<file path="src/hdl/tfp_pkg.sv">
// shared types and constants for the temperature frame parser
// used by every module of the block; no dependencies
package tfp_pkg;

  localparam int MAX_FRAME_LEN = 200;
  localparam int POS_W = $clog2(MAX_FRAME_LEN + 1);
  localparam int QUEUE_DEPTH = 4;

  localparam logic [7:0] BYTE_STX = 8'h02;
  localparam logic [7:0] BYTE_ETX = 8'h03;
  localparam logic [7:0] ASCII_ZERO = 8'h30;

  localparam logic [POS_W-1:0] MAX_POS = POS_W'(MAX_FRAME_LEN);
  localparam logic [POS_W-1:0] LAST_OK_POS = POS_W'(MAX_FRAME_LEN - 2);
  localparam logic [POS_W-1:0] FIRST_OK_POS = POS_W'(23 - 1);
  localparam logic [POS_W-1:0] HEX_FIRST = POS_W'(19);
  localparam logic [POS_W-1:0] HEX_LAST = POS_W'(22);

  localparam logic [1:0] CFG_UPPER = 2'd0;
  localparam logic [1:0] CFG_LOWER = 2'd1;
  localparam logic [1:0] CFG_LIMIT = 2'd2;

  localparam logic [1:0] ST_IN_BAND = 2'd0;
  localparam logic [1:0] ST_OUT_BAND = 2'd1;
  localparam logic [1:0] ST_SPIKE = 2'd2;
  localparam logic [1:0] ST_REJECT = 2'd3;

  typedef struct packed {
    logic        ok;
    logic [15:0] value;
  } desc_t;

  typedef struct packed {
    logic [15:0] upper_bound;
    logic [15:0] lower_bound;
    logic [7:0]  spike_limit;
  } cfg_t;

  typedef struct packed {
    logic [1:0]  frame_status;
    logic [15:0] raw_value;
    logic [15:0] held_value;
  } result_t;

endpackage

</file>
<file path="src/hdl/tfp_front.sv">
// front end: frame parser, one byte a beat, emits a frame descriptor at each etx
// depends on tfp_pkg
module tfp_front import tfp_pkg::*; (
  input  logic       clk,
  input  logic       rst,
  input  logic       accept,
  input  logic [7:0] rx_byte,
  output logic       desc_valid,
  output desc_t      desc
);

  typedef struct packed {
    logic       valid;
    logic [3:0] nibble;
  } hex_t;

  function automatic hex_t hex_digit(input logic [7:0] c);
    hex_t h;
    h.valid = 1'b1;
    h.nibble = 4'd0;
    if (c >= 8'h30 && c <= 8'h39) begin
      h.nibble = 4'(c - 8'h30);
    end else if (c >= 8'h61 && c <= 8'h66) begin
      h.nibble = 4'(c - 8'h57);
    end else if (c >= 8'h41 && c <= 8'h46) begin
      h.nibble = 4'(c - 8'h37);
    end else begin
      h.valid = 1'b0;
    end
    return h;
  endfunction

  logic [POS_W-1:0] byte_position, byte_position_next;
  logic             starts_with_stx, starts_with_stx_next;
  logic             codes_ok, codes_ok_next;
  logic [15:0]      hex_accumulator, hex_accumulator_next;
  logic             hex_stopped, hex_stopped_next;

  logic             is_stx, is_etx, code_pos, len_ok;
  logic [POS_W-1:0] pos;
  hex_t             hex;

  always_comb begin
    is_stx = rx_byte == BYTE_STX;
    is_etx = rx_byte == BYTE_ETX;
    pos = is_stx ? '0 : byte_position;
    starts_with_stx_next = is_stx ? 1'b0 : starts_with_stx;
    if (pos == '0) begin
      starts_with_stx_next = is_stx;
    end
    code_pos = pos == POS_W'(5) || pos == POS_W'(6) ||
               (pos >= POS_W'(11) && pos <= POS_W'(14));
    codes_ok_next = is_stx ? 1'b1 : codes_ok;
    if (code_pos && rx_byte != ASCII_ZERO) begin
      codes_ok_next = 1'b0;
    end
    hex_accumulator_next = is_stx ? 16'd0 : hex_accumulator;
    hex_stopped_next = is_stx ? 1'b0 : hex_stopped;
    hex = hex_digit(rx_byte);
    if (pos >= HEX_FIRST && pos <= HEX_LAST && !hex_stopped_next) begin
      if (hex.valid) begin
        hex_accumulator_next = {hex_accumulator_next[11:0], hex.nibble};
      end else begin
        hex_stopped_next = 1'b1;
      end
    end
    byte_position_next = (pos < MAX_POS) ? pos + POS_W'(1) : pos;
    len_ok = pos >= FIRST_OK_POS && pos <= LAST_OK_POS;
    desc.ok = len_ok && starts_with_stx_next && codes_ok_next;
    desc.value = desc.ok ? hex_accumulator_next : 16'd0;
    desc_valid = accept && is_etx;
  end

  always_ff @(posedge clk) begin
    if (rst) begin
      byte_position <= '0;
      starts_with_stx <= 1'b0;
      codes_ok <= 1'b1;
      hex_accumulator <= 16'd0;
      hex_stopped <= 1'b0;
    end else if (accept) begin
      if (is_etx) begin
        byte_position <= '0;
        starts_with_stx <= 1'b0;
        codes_ok <= 1'b1;
        hex_accumulator <= 16'd0;
        hex_stopped <= 1'b0;
      end else begin
        byte_position <= byte_position_next;
        starts_with_stx <= starts_with_stx_next;
        codes_ok <= codes_ok_next;
        hex_accumulator <= hex_accumulator_next;
        hex_stopped <= hex_stopped_next;
      end
    end
  end

endmodule

</file>
<file path="src/hdl/tfp_queue.sv">
// short descriptor queue between the parser and the spike filter
// depends on tfp_pkg
module tfp_queue import tfp_pkg::*; (
  input  logic  clk,
  input  logic  rst,
  input  logic  wr_en,
  input  desc_t wr_data,
  output logic  full,
  input  logic  rd_en,
  output logic  rd_valid,
  output desc_t rd_data
);

  localparam int PTR_W = (QUEUE_DEPTH > 1) ? $clog2(QUEUE_DEPTH) : 1;
  localparam int CNT_W = $clog2(QUEUE_DEPTH + 1);
  localparam logic [PTR_W-1:0] LAST_PTR = PTR_W'(QUEUE_DEPTH - 1);

  desc_t            slots [QUEUE_DEPTH];
  logic [PTR_W-1:0] wr_ptr, rd_ptr;
  logic [CNT_W-1:0] count;
  logic             do_wr, do_rd;

  assign full = count == CNT_W'(QUEUE_DEPTH);
  assign rd_valid = count != '0;
  assign rd_data = slots[rd_ptr];
  assign do_wr = wr_en && !full;
  assign do_rd = rd_en && rd_valid;

  always_ff @(posedge clk) begin
    if (do_wr) begin
      slots[wr_ptr] <= wr_data;
    end
  end

  always_ff @(posedge clk) begin
    if (rst) begin
      wr_ptr <= '0;
      rd_ptr <= '0;
      count <= '0;
    end else begin
      if (do_wr) begin
        wr_ptr <= (wr_ptr == LAST_PTR) ? '0 : wr_ptr + PTR_W'(1);
      end
      if (do_rd) begin
        rd_ptr <= (rd_ptr == LAST_PTR) ? '0 : rd_ptr + PTR_W'(1);
      end
      if (do_wr && !do_rd) begin
        count <= count + CNT_W'(1);
      end else if (do_rd && !do_wr) begin
        count <= count - CNT_W'(1);
      end
    end
  end

endmodule

</file>
<file path="src/hdl/tfp_back.sv">
// back end: spike filter with persistence counters and the result register
// depends on tfp_pkg
module tfp_back import tfp_pkg::*; (
  input  logic    clk,
  input  logic    rst,
  input  cfg_t    cfg,
  input  logic    q_valid,
  input  desc_t   q_desc,
  output logic    q_take,
  input  logic    pop,
  output logic    out_valid,
  output result_t result
);

  logic [7:0]  upper_spike_count, upper_spike_count_next;
  logic [7:0]  lower_spike_count, lower_spike_count_next;
  logic [15:0] stored_value, stored_value_next;
  result_t     result_next;

  assign q_take = q_valid && (!out_valid || pop);

  always_comb begin
    upper_spike_count_next = upper_spike_count;
    lower_spike_count_next = lower_spike_count;
    stored_value_next = stored_value;
    result_next.raw_value = q_desc.value;
    if (!q_desc.ok) begin
      result_next.frame_status = ST_REJECT;
      result_next.raw_value = 16'd0;
    end else if (q_desc.value >= cfg.upper_bound) begin
      if (upper_spike_count > cfg.spike_limit) begin
        stored_value_next = q_desc.value;
        result_next.frame_status = ST_OUT_BAND;
      end else begin
        if (upper_spike_count != 8'hff) begin
          upper_spike_count_next = upper_spike_count + 8'd1;
        end
        result_next.frame_status = ST_SPIKE;
      end
    end else if (q_desc.value < cfg.lower_bound) begin
      if (lower_spike_count > cfg.spike_limit) begin
        stored_value_next = q_desc.value;
        result_next.frame_status = ST_OUT_BAND;
      end else begin
        if (lower_spike_count != 8'hff) begin
          lower_spike_count_next = lower_spike_count + 8'd1;
        end
        result_next.frame_status = ST_SPIKE;
      end
    end else begin
      stored_value_next = q_desc.value;
      upper_spike_count_next = 8'd0;
      lower_spike_count_next = 8'd0;
      result_next.frame_status = ST_IN_BAND;
    end
    result_next.held_value = stored_value_next;
  end

  always_ff @(posedge clk) begin
    if (q_take) begin
      result <= result_next;
    end
  end

  always_ff @(posedge clk) begin
    if (rst) begin
      upper_spike_count <= 8'd0;
      lower_spike_count <= 8'd0;
      stored_value <= 16'd0;
      out_valid <= 1'b0;
    end else begin
      if (q_take) begin
        upper_spike_count <= upper_spike_count_next;
        lower_spike_count <= lower_spike_count_next;
        stored_value <= stored_value_next;
        out_valid <= 1'b1;
      end else if (pop) begin
        out_valid <= 1'b0;
      end
    end
  end

endmodule

</file>
<file path="src/hdl/temp_frame_parser_spike_filter.sv">
// top level of the temperature frame parser with spike filter
// depends on tfp_pkg, tfp_front, tfp_queue, tfp_back
//
// Bytes are taken one a cycle whenever push is high and full is low; a byte that is not
// etx gives no result. Each etx yields one result: the parser classifies the frame in the
// cycle the etx is taken, the descriptor is written into a four-entry queue, and the spike
// filter then takes it from the queue and updates its counters and the result register
// together.
// Sustained rate is one byte per cycle while results are popped; full rises only when
// four frame descriptors are queued behind an unpopped result. Configuration writes
// take effect at once and are meant for an idle block.
module temp_frame_parser_spike_filter import tfp_pkg::*; (
  input  logic        clk,
  input  logic        rst,
  input  logic        push,
  output logic        full,
  input  logic [7:0]  rx_byte,
  output logic        empty,
  input  logic        pop,
  output logic [1:0]  frame_status,
  output logic [15:0] raw_value,
  output logic [15:0] held_value,
  input  logic        cfg_write,
  input  logic [1:0]  cfg_index,
  input  logic [15:0] cfg_data
);

  cfg_t    cfg;
  desc_t   front_desc, q_desc;
  logic    front_valid, q_valid, q_take, out_valid, accept;
  result_t result;

  always_ff @(posedge clk) begin
    if (rst) begin
      cfg.upper_bound <= 16'd10;
      cfg.lower_bound <= 16'd40;
      cfg.spike_limit <= 8'd3;
    end else if (cfg_write) begin
      case (cfg_index)
        CFG_UPPER: cfg.upper_bound <= cfg_data;
        CFG_LOWER: cfg.lower_bound <= cfg_data;
        CFG_LIMIT: cfg.spike_limit <= cfg_data[7:0];
        default: ;
      endcase
    end
  end

  assign accept = push && !full;

  tfp_front u_front (
    .clk        (clk),
    .rst        (rst),
    .accept     (accept),
    .rx_byte    (rx_byte),
    .desc_valid (front_valid),
    .desc       (front_desc)
  );

  tfp_queue u_queue (
    .clk      (clk),
    .rst      (rst),
    .wr_en    (front_valid),
    .wr_data  (front_desc),
    .full     (full),
    .rd_en    (q_take),
    .rd_valid (q_valid),
    .rd_data  (q_desc)
  );

  tfp_back u_back (
    .clk       (clk),
    .rst       (rst),
    .cfg       (cfg),
    .q_valid   (q_valid),
    .q_desc    (q_desc),
    .q_take    (q_take),
    .pop       (pop),
    .out_valid (out_valid),
    .result    (result)
  );

  assign empty = !out_valid;
  assign frame_status = result.frame_status;
  assign raw_value = result.raw_value;
  assign held_value = result.held_value;

  a_reset_empty: assert property (@(posedge clk) rst |=> empty)
    else $error("result pending after reset");

  a_reject_zero: assert property (@(posedge clk) disable iff (rst)
    (!empty && frame_status == ST_REJECT) |-> raw_value == 16'd0)
    else $error("rejected frame with nonzero value");

  a_accept_held: assert property (@(posedge clk) disable iff (rst)
    (!empty && (frame_status == ST_IN_BAND || frame_status == ST_OUT_BAND))
      |-> held_value == raw_value)
    else $error("accepted value not stored");

endmodule
</file>
<file path="config.mk">
export PLATFORM = sky130hd
export DESIGN_NAME = temp_frame_parser_spike_filter
export DESIGN_NICKNAME = d
export VERILOG_FILES = /design/src/hdl/tfp_pkg.sv /design/src/hdl/tfp_front.sv /design/src/hdl/tfp_queue.sv /design/src/hdl/tfp_back.sv /design/src/hdl/temp_frame_parser_spike_filter.sv
export SDC_FILE = /design/constraint.sdc
export NUM_CORES = 1
export LEC_CHECK = 0
export ABC_AREA = 1
export BUFFER_PORTS_ARGS = -buffer_cell sky130_fd_sc_hd__buf_2
export CORE_ASPECT_RATIO = 2
export CORE_MARGIN = 1
export CORE_UTILIZATION = 50
export DETAILED_ROUTE_END_ITERATION = 8
export GPL_TIMING_DRIVEN = 0
export PLACE_DENSITY = 0.68
export SETUP_SLACK_MARGIN = 0.05
export SLEW_MARGIN = 25
export SYNTH_ARGS = -nofsm -noshare
export SYNTH_HDL_FRONTEND = slang
export SYNTH_SLANG_ARGS = --single-unit
</file>
<file path="constraint.sdc">
create_clock -name clk -period 6.2 [get_ports clk]
set_clock_uncertainty 0.1 [all_clocks]
set_input_delay 1.24 -clock clk [delete_from_list [all_inputs] [get_ports clk]]
set_output_delay 1.24 -clock clk [all_outputs]
set_load 0.02 [all_outputs]
</file>
=== Word level (Yosys, flattened, before mapping) ===
Memories as Yosys holds them, arrays and structs flattened. A register that Yosys moved wholly into a read port is not among the register bits.
Cells that the tools add are included.
Widths: inputs -> output; s select.

* Logic and storage cells: 149
* Output and inout port bits: 36
* Bits in registers: 141
* Bits in writable memories: 68
* Memories: 1
* Input bits: 31

{| class="wikitable"
|+ Memories
! memory !! depth !! width !! read ports !! clocked after memory_dff !! wr ports !! line !! text
|-
| u_queue.slots || 4 || 17 || 1 || 1 || 1 || tfp_queue.sv:18 || <nowiki>desc_t slots [QUEUE_DEPTH];</nowiki>
|}

* Order comparisons: 17
* Equality and inequality tests: 17
* Bitwise operators: 1
* Add/sub/neg operators: 10
* Mux-type cells: 50
* Reductions and logical operators: 35

{| class="wikitable"
|+ Operators with widths
! cell !! count
|-
| $mux 16 || 10
|-
| $mux 8 || 10
|-
| $add 8x1->8 const B || 3
|-
| $logic_and 1x1->1 || 17
|-
| $mux 1 || 17
|-
| $eq 8x2->1 const B || 2
|-
| $eq 8x3->1 const B || 2
|-
| $ge 16x16->1 || 1
|-
| $ge 8x5->1 const B || 2
|-
| $ge 8x7->1 const B || 2
|-
| $gt 8x8->1 || 2
|-
| $le 8x7->1 const B || 2
|-
| $lt 16x16->1 || 1
|-
| $mux 2 || 8
|-
| $ne 8x8->1 const B || 2
|-
| $mux 4 || 3
|-
| $reduce_and 5->1 || 2
|-
| $ge 8x4->1 const B || 1
|-
| $ge 8x6->1 const B || 1
|-
| $le 8x4->1 const B || 1
|-
| $le 8x5->1 const B || 1
|-
| $le 8x6->1 const B || 1
|-
| $le 8x8->1 const B || 1
|-
| $logic_not 8->1 || 1
|-
| other kinds (20) || 37
|}

=== Logic depth before layout (Yosys ltp) ===
* Depth after elaboration: 9
* Mapped depth: 21
* Mapped depth without buffers: 19

=== Cells and area by module ===
Synthesis repeated with hierarchy kept, for this count alone.

* Cells, all modules: 1451
* Area total of the unflattened synthesis: 11461.0 µm²

{| class="wikitable"
|+ Modules (own cells, without submodules)
! module !! sequential area each (µm²) !! cells each !! area each (µm²) !! times used
|-
| tfp_back || 1681.6 || 579 || 4405.5 || 1
|-
| tfp_queue || 2222.1 || 234 || 3089.2 || 1
|-
| tfp_front || 540.5 || 383 || 2288.4 || 1
|-
| temp_frame_parser_spike_filter || 800.8 || 255 || 1677.9 || 1
|}

=== Least setup slack after synthesis ===
Ideal clock, no wire load.

* Path kind: input port to flip-flop
* Start point: input pop
* End point: register u_queue.count[1]
* Stages: 8
* Data required time: 5980 ps
* Arrival time: 4517 ps
* Slack: 1463 ps
* Library setup time: 120 ps
* Path buffers: 0
* Path through: nor2_1 -> a31oi_1 -> inv_1 -> ha_1 -> inv_1 -> fa_1 -> o21ai_0 -> a21oi_1

* Cells in the longest elaborated chain, start to end: 6
* Elaborated cells between the ends (all ways): 8
* Classes of those cells: 1 x mux; 7 x reduce/logical

{| class="wikitable"
|+ RTL lines
! item !! line !! text
|-
| from (decl) || temp_frame_parser_spike_filter.sv:19 || <nowiki>input logic pop,</nowiki>
|-
| $logic_or 1x1->1 * || tfp_back.sv:20 || <nowiki>assign q_take = q_valid && (!out_valid || pop);</nowiki>
|-
| $logic_and 1x1->1 * || tfp_back.sv:20 ||
|-
| named net q_take || temp_frame_parser_spike_filter.sv:30 || <nowiki>logic front_valid, q_valid, q_take, out_valid, accept;</nowiki>
|-
| $logic_and 1x1->1 * || tfp_queue.sv:27 || <nowiki>assign do_rd = rd_en && rd_valid;</nowiki>
|-
| $logic_not 1->1 || tfp_queue.sv:47 || <nowiki>if (do_wr && !do_rd) begin</nowiki>
|-
| $logic_and 1x1->1 || tfp_queue.sv:47 ||
|-
| $mux 3 / $reduce_bool 2->1 (equally long branches) || -- ||
|-
| to (signal assigned) || tfp_queue.sv:48 || <nowiki>count <= count + CNT_W'(1);</nowiki>
|-
| to (signal assigned) || tfp_queue.sv:50 || <nowiki>count <= count - CNT_W'(1);</nowiki>
|-
| to (decl) || tfp_queue.sv:20 || <nowiki>logic [CNT_W-1:0] count;</nowiki>
|}

The timed path passes the listed nets; every way through them passes the cells marked *.
A chain may end at the register's enable or synchronous reset.

==> flow_metrics.env <==
export IMPL_grt_max_degree=25
export IMPL_timing_fmax_ghz=0.2108
export IMPL_peakVddDrop_mv=0.3461
export IMPL_slowest_delay_ps=450
export IMPL_num_vias=9744
export IMPL_ys_warn_count=0
export IMPL_cp_cell_sequence="buf_2 > inv_1 > ha_1 > nand2_2 > nor2_8 > inv_2 > clkbuf_1 > buf_2 > nand2_1 > inv_1 > ha_1 > o21ai_0 > o21ai_1 > o2111ai_1 > o21ai_1 > nor3_2 > nand2_2 > buf_4 > nor2_1"
export IMPL_grt_usage=0.2758
export IMPL_routedWlPerCell_um=17.12
export IMPL_ys_types=52
export IMPL_required_ps=6330
export IMPL_start_kind="input port"
export IMPL_rrSetupSlack_ps=1660
export IMPL_placed_cells=1746
export IMPL_ys_ff_latch=211
export IMPL_synth_cell_area_um2=11250
export IMPL_htreeDepth=1
export IMPL_ioPinCount=67
export IMPL_drt_total_wl_um=30520
export IMPL_cp_slowest_cell="clkbuf_1"
export IMPL_synthTopCellsByArea="edfxtp_1 27%, dfxtp_1 19%, nand2_1 12%"
export IMPL_layout_cells_most_common="nand2_1"
export IMPL_synth_edff_count=102
export IMPL_critPathBufInv=7
export IMPL_diodes=0
export IMPL_min_from="cfg[10]"
export IMPL_fin_setup_tns_ps=0
export IMPL_cp_top_family="buffers and inverters"
export IMPL_die_area_um2=23130
export IMPL_final_cells=1782
export IMPL_hp_class="flop to flop"
export IMPL_timing_slew_headroom=0.3817
export IMPL_setup_violations=0
export IMPL_clk_pin_slew_ps=70
export IMPL_gp_congestion=0.9120
export IMPL_cts_sinks=211
export IMPL_synth_async_reset_ratio=0
export IMPL_synth_ff_type="dfxtp_1"
export IMPL_ant_nets=0
export IMPL_post_route_drc_count=0
export IMPL_synth_top_area_cell="edfxtp_1"
export IMPL_period_share=0.7652
export IMPL_drv_cap=0
export IMPL_coreArea_um2=22060
export IMPL_syn_nets=1494
export IMPL_crit_arrival_ps=4870
export IMPL_slew_violations=0
export IMPL_clockRootBuffer="clkbuf_16"
export IMPL_syn_inst=1399
export IMPL_worst_slew_pin_transition_ps=927.4
export IMPL_cts_resized=0
export IMPL_startpoint="rx_byte[0]"
export IMPL_grt_antenna_before_repair=0
export IMPL_cp_max_fo=10
export IMPL_grt_overflow_total=0
export IMPL_first_pass_iters=5
export IMPL_path_class="input port to flop"
export IMPL_hpwl_um=24250
export IMPL_end_kind="flop"
export IMPL_clockBufferDepth=3
export IMPL_post_cts_setup_buffers=0
export IMPL_die_width_um=108.0
export IMPL_rsz0062_at_grt="no"
export IMPL_drt_initial_drc_count=403
export IMPL_die_h_um=214.1
export IMPL_numCtsBuffers=20
export IMPL_fin_nets=1587
export IMPL_initial_core_util=0.5097
export IMPL_cts_tree="yes"
export IMPL_rows=77
export IMPL_drive_above_1_share=0.1129
export IMPL_avgSynthCellArea_um2=8.038
export IMPL_grt_pass1_wl_um=48640
export IMPL_area_growth_pct=12.93
export IMPL_finalHoldWorstSlack_ps=361.4
export IMPL_routed_via_density=5.468
export IMPL_final_hold_violation_count=0
export IMPL_synth_seq_area_share=0.4664
export IMPL_synth_top_area_share=0.2724
export IMPL_powerDensity_nw_per_um2=435.3
export IMPL_grt_pass1_vias=9864
export IMPL_final_cell_mix="349 x nand2_1, 159 x inv_1, 130 x a21oi_1"
export IMPL_leakagePower_nw=5.401
export IMPL_fin_crit_ps=4744
export IMPL_worstSkewPairLatency_ps=510
export IMPL_status="completed"
export IMPL_portBuffers=66
export IMPL_cts_hold_buf=0
==> area by class of cell <==
class,count,area (µm²)
tap,276,345.3
clock inverter,9,122.6
inverter,173,651.9
sequential,211,5245
fill,2038,9363
buffer,58,251.5
multi-input combinational,957,5122
timing repair buffer,71,402.9
clock buffer,27,558.0
==> state kept, by name (all words and copies together), names as in the netlist, 2 cells and up, named ones only <==
signal and count:
u_queue.count 3, cfg 40, u_back.lower_spike_count 8, u_queue.rd_ptr 2
u_front.hex_accumulator 16, u_back.stored_value 16, u_back.result 34, u_queue.wr_ptr 2
u_queue.slots 68, u_front.byte_position 8, u_back.upper_spike_count 8
==> worst paths after layout <==
path / end / cells past startpoint
max reg2reg: u_back.result[0] / 15
min reg2reg: cfg[10] / 2
min: cfg[10] / 2
max: u_queue.slots[2][11] / 19
==> power by group <==
part           internal (W)  leakage [nW]  switching, W  total (W)
clock network      0.000758         0.326      0.000524    0.00128
logic              0.000716          3.22       0.00171    0.00243
registers           0.00174          1.85     0.0000838    0.00182
==> worst register-to-register path: cells and delay by family, from the launching register on <==
family                   cells  cell delay [ps]
adder cells (fa/ha/maj)      1              380
buffers and inverters        5             1240
flip-flops                   1              300
AND/OR/NAND/NOR              3              700
AO/OA/AOI/OAI                6             1570
==> metrics by stage <==
step                total power [W]  setup WS (ps)  area [µm²]  utilization
floorplan                  0.003495           1463       11250            -
CTS                        0.005537           1467       12700       0.5756
finish                     0.005529           1456       12700       0.5756
global placement           0.004178          26.19       11920       0.5404
global route               0.005898           1327       12700       0.5756
detailed placement         0.004255          947.7       12020       0.5448
==> per-layer routing <==
| layer | track usage | vias to the layer above | share of wire |
|---|---|---|---|
| met1 | 0.2267 | 4428 | 0.30 |
| met4 | 0.2603 | 0 | 0.099 |
| met5 | 0 | - | 0 |
| met2 | 0.5287 | 315 | 0.55 |
| li1 | - | 4848 | - |
| met3 | 0.03739 | 153 | 0.044 |
==> synthesized netlist by cell type, types with 2 or more instances <==
master / n
nand2_1: 349
inv_1: 159
a21oi_1: 130
dfxtp_1: 109
edfxtp_1: 102
nor2_1: 97
o21ai_0: 87
nand3_1: 77
ha_1: 63
clkbuf_1: 45
o21ai_1: 25
nand4_1: 19
o211ai_1: 17
a32oi_1: 15
inv_2: 11
nand2_2: 10
xor2_1: 10
nor2_2: 7
nor3_1: 7
buf_2: 6
nor2_4: 5
o21ai_2: 5
buf_4: 3
nor3_2: 3
a211oi_1: 2
a31oi_1: 2
buf_1: 2
buf_6: 2
clkinv_1: 2
nand3_4: 2
o21a_1: 2
o22ai_1: 2
or2_2: 2
xnor2_1: 2
==> kinds of logic after synthesis <==
logic type      synth area share
buf+inv                  0.08033
flops                     0.4664
fa+ha+maj                0.07187
xor+xnor                0.009346
compound gates            0.1488
simple gates              0.2233
Power figures use the tool's default switching activity.
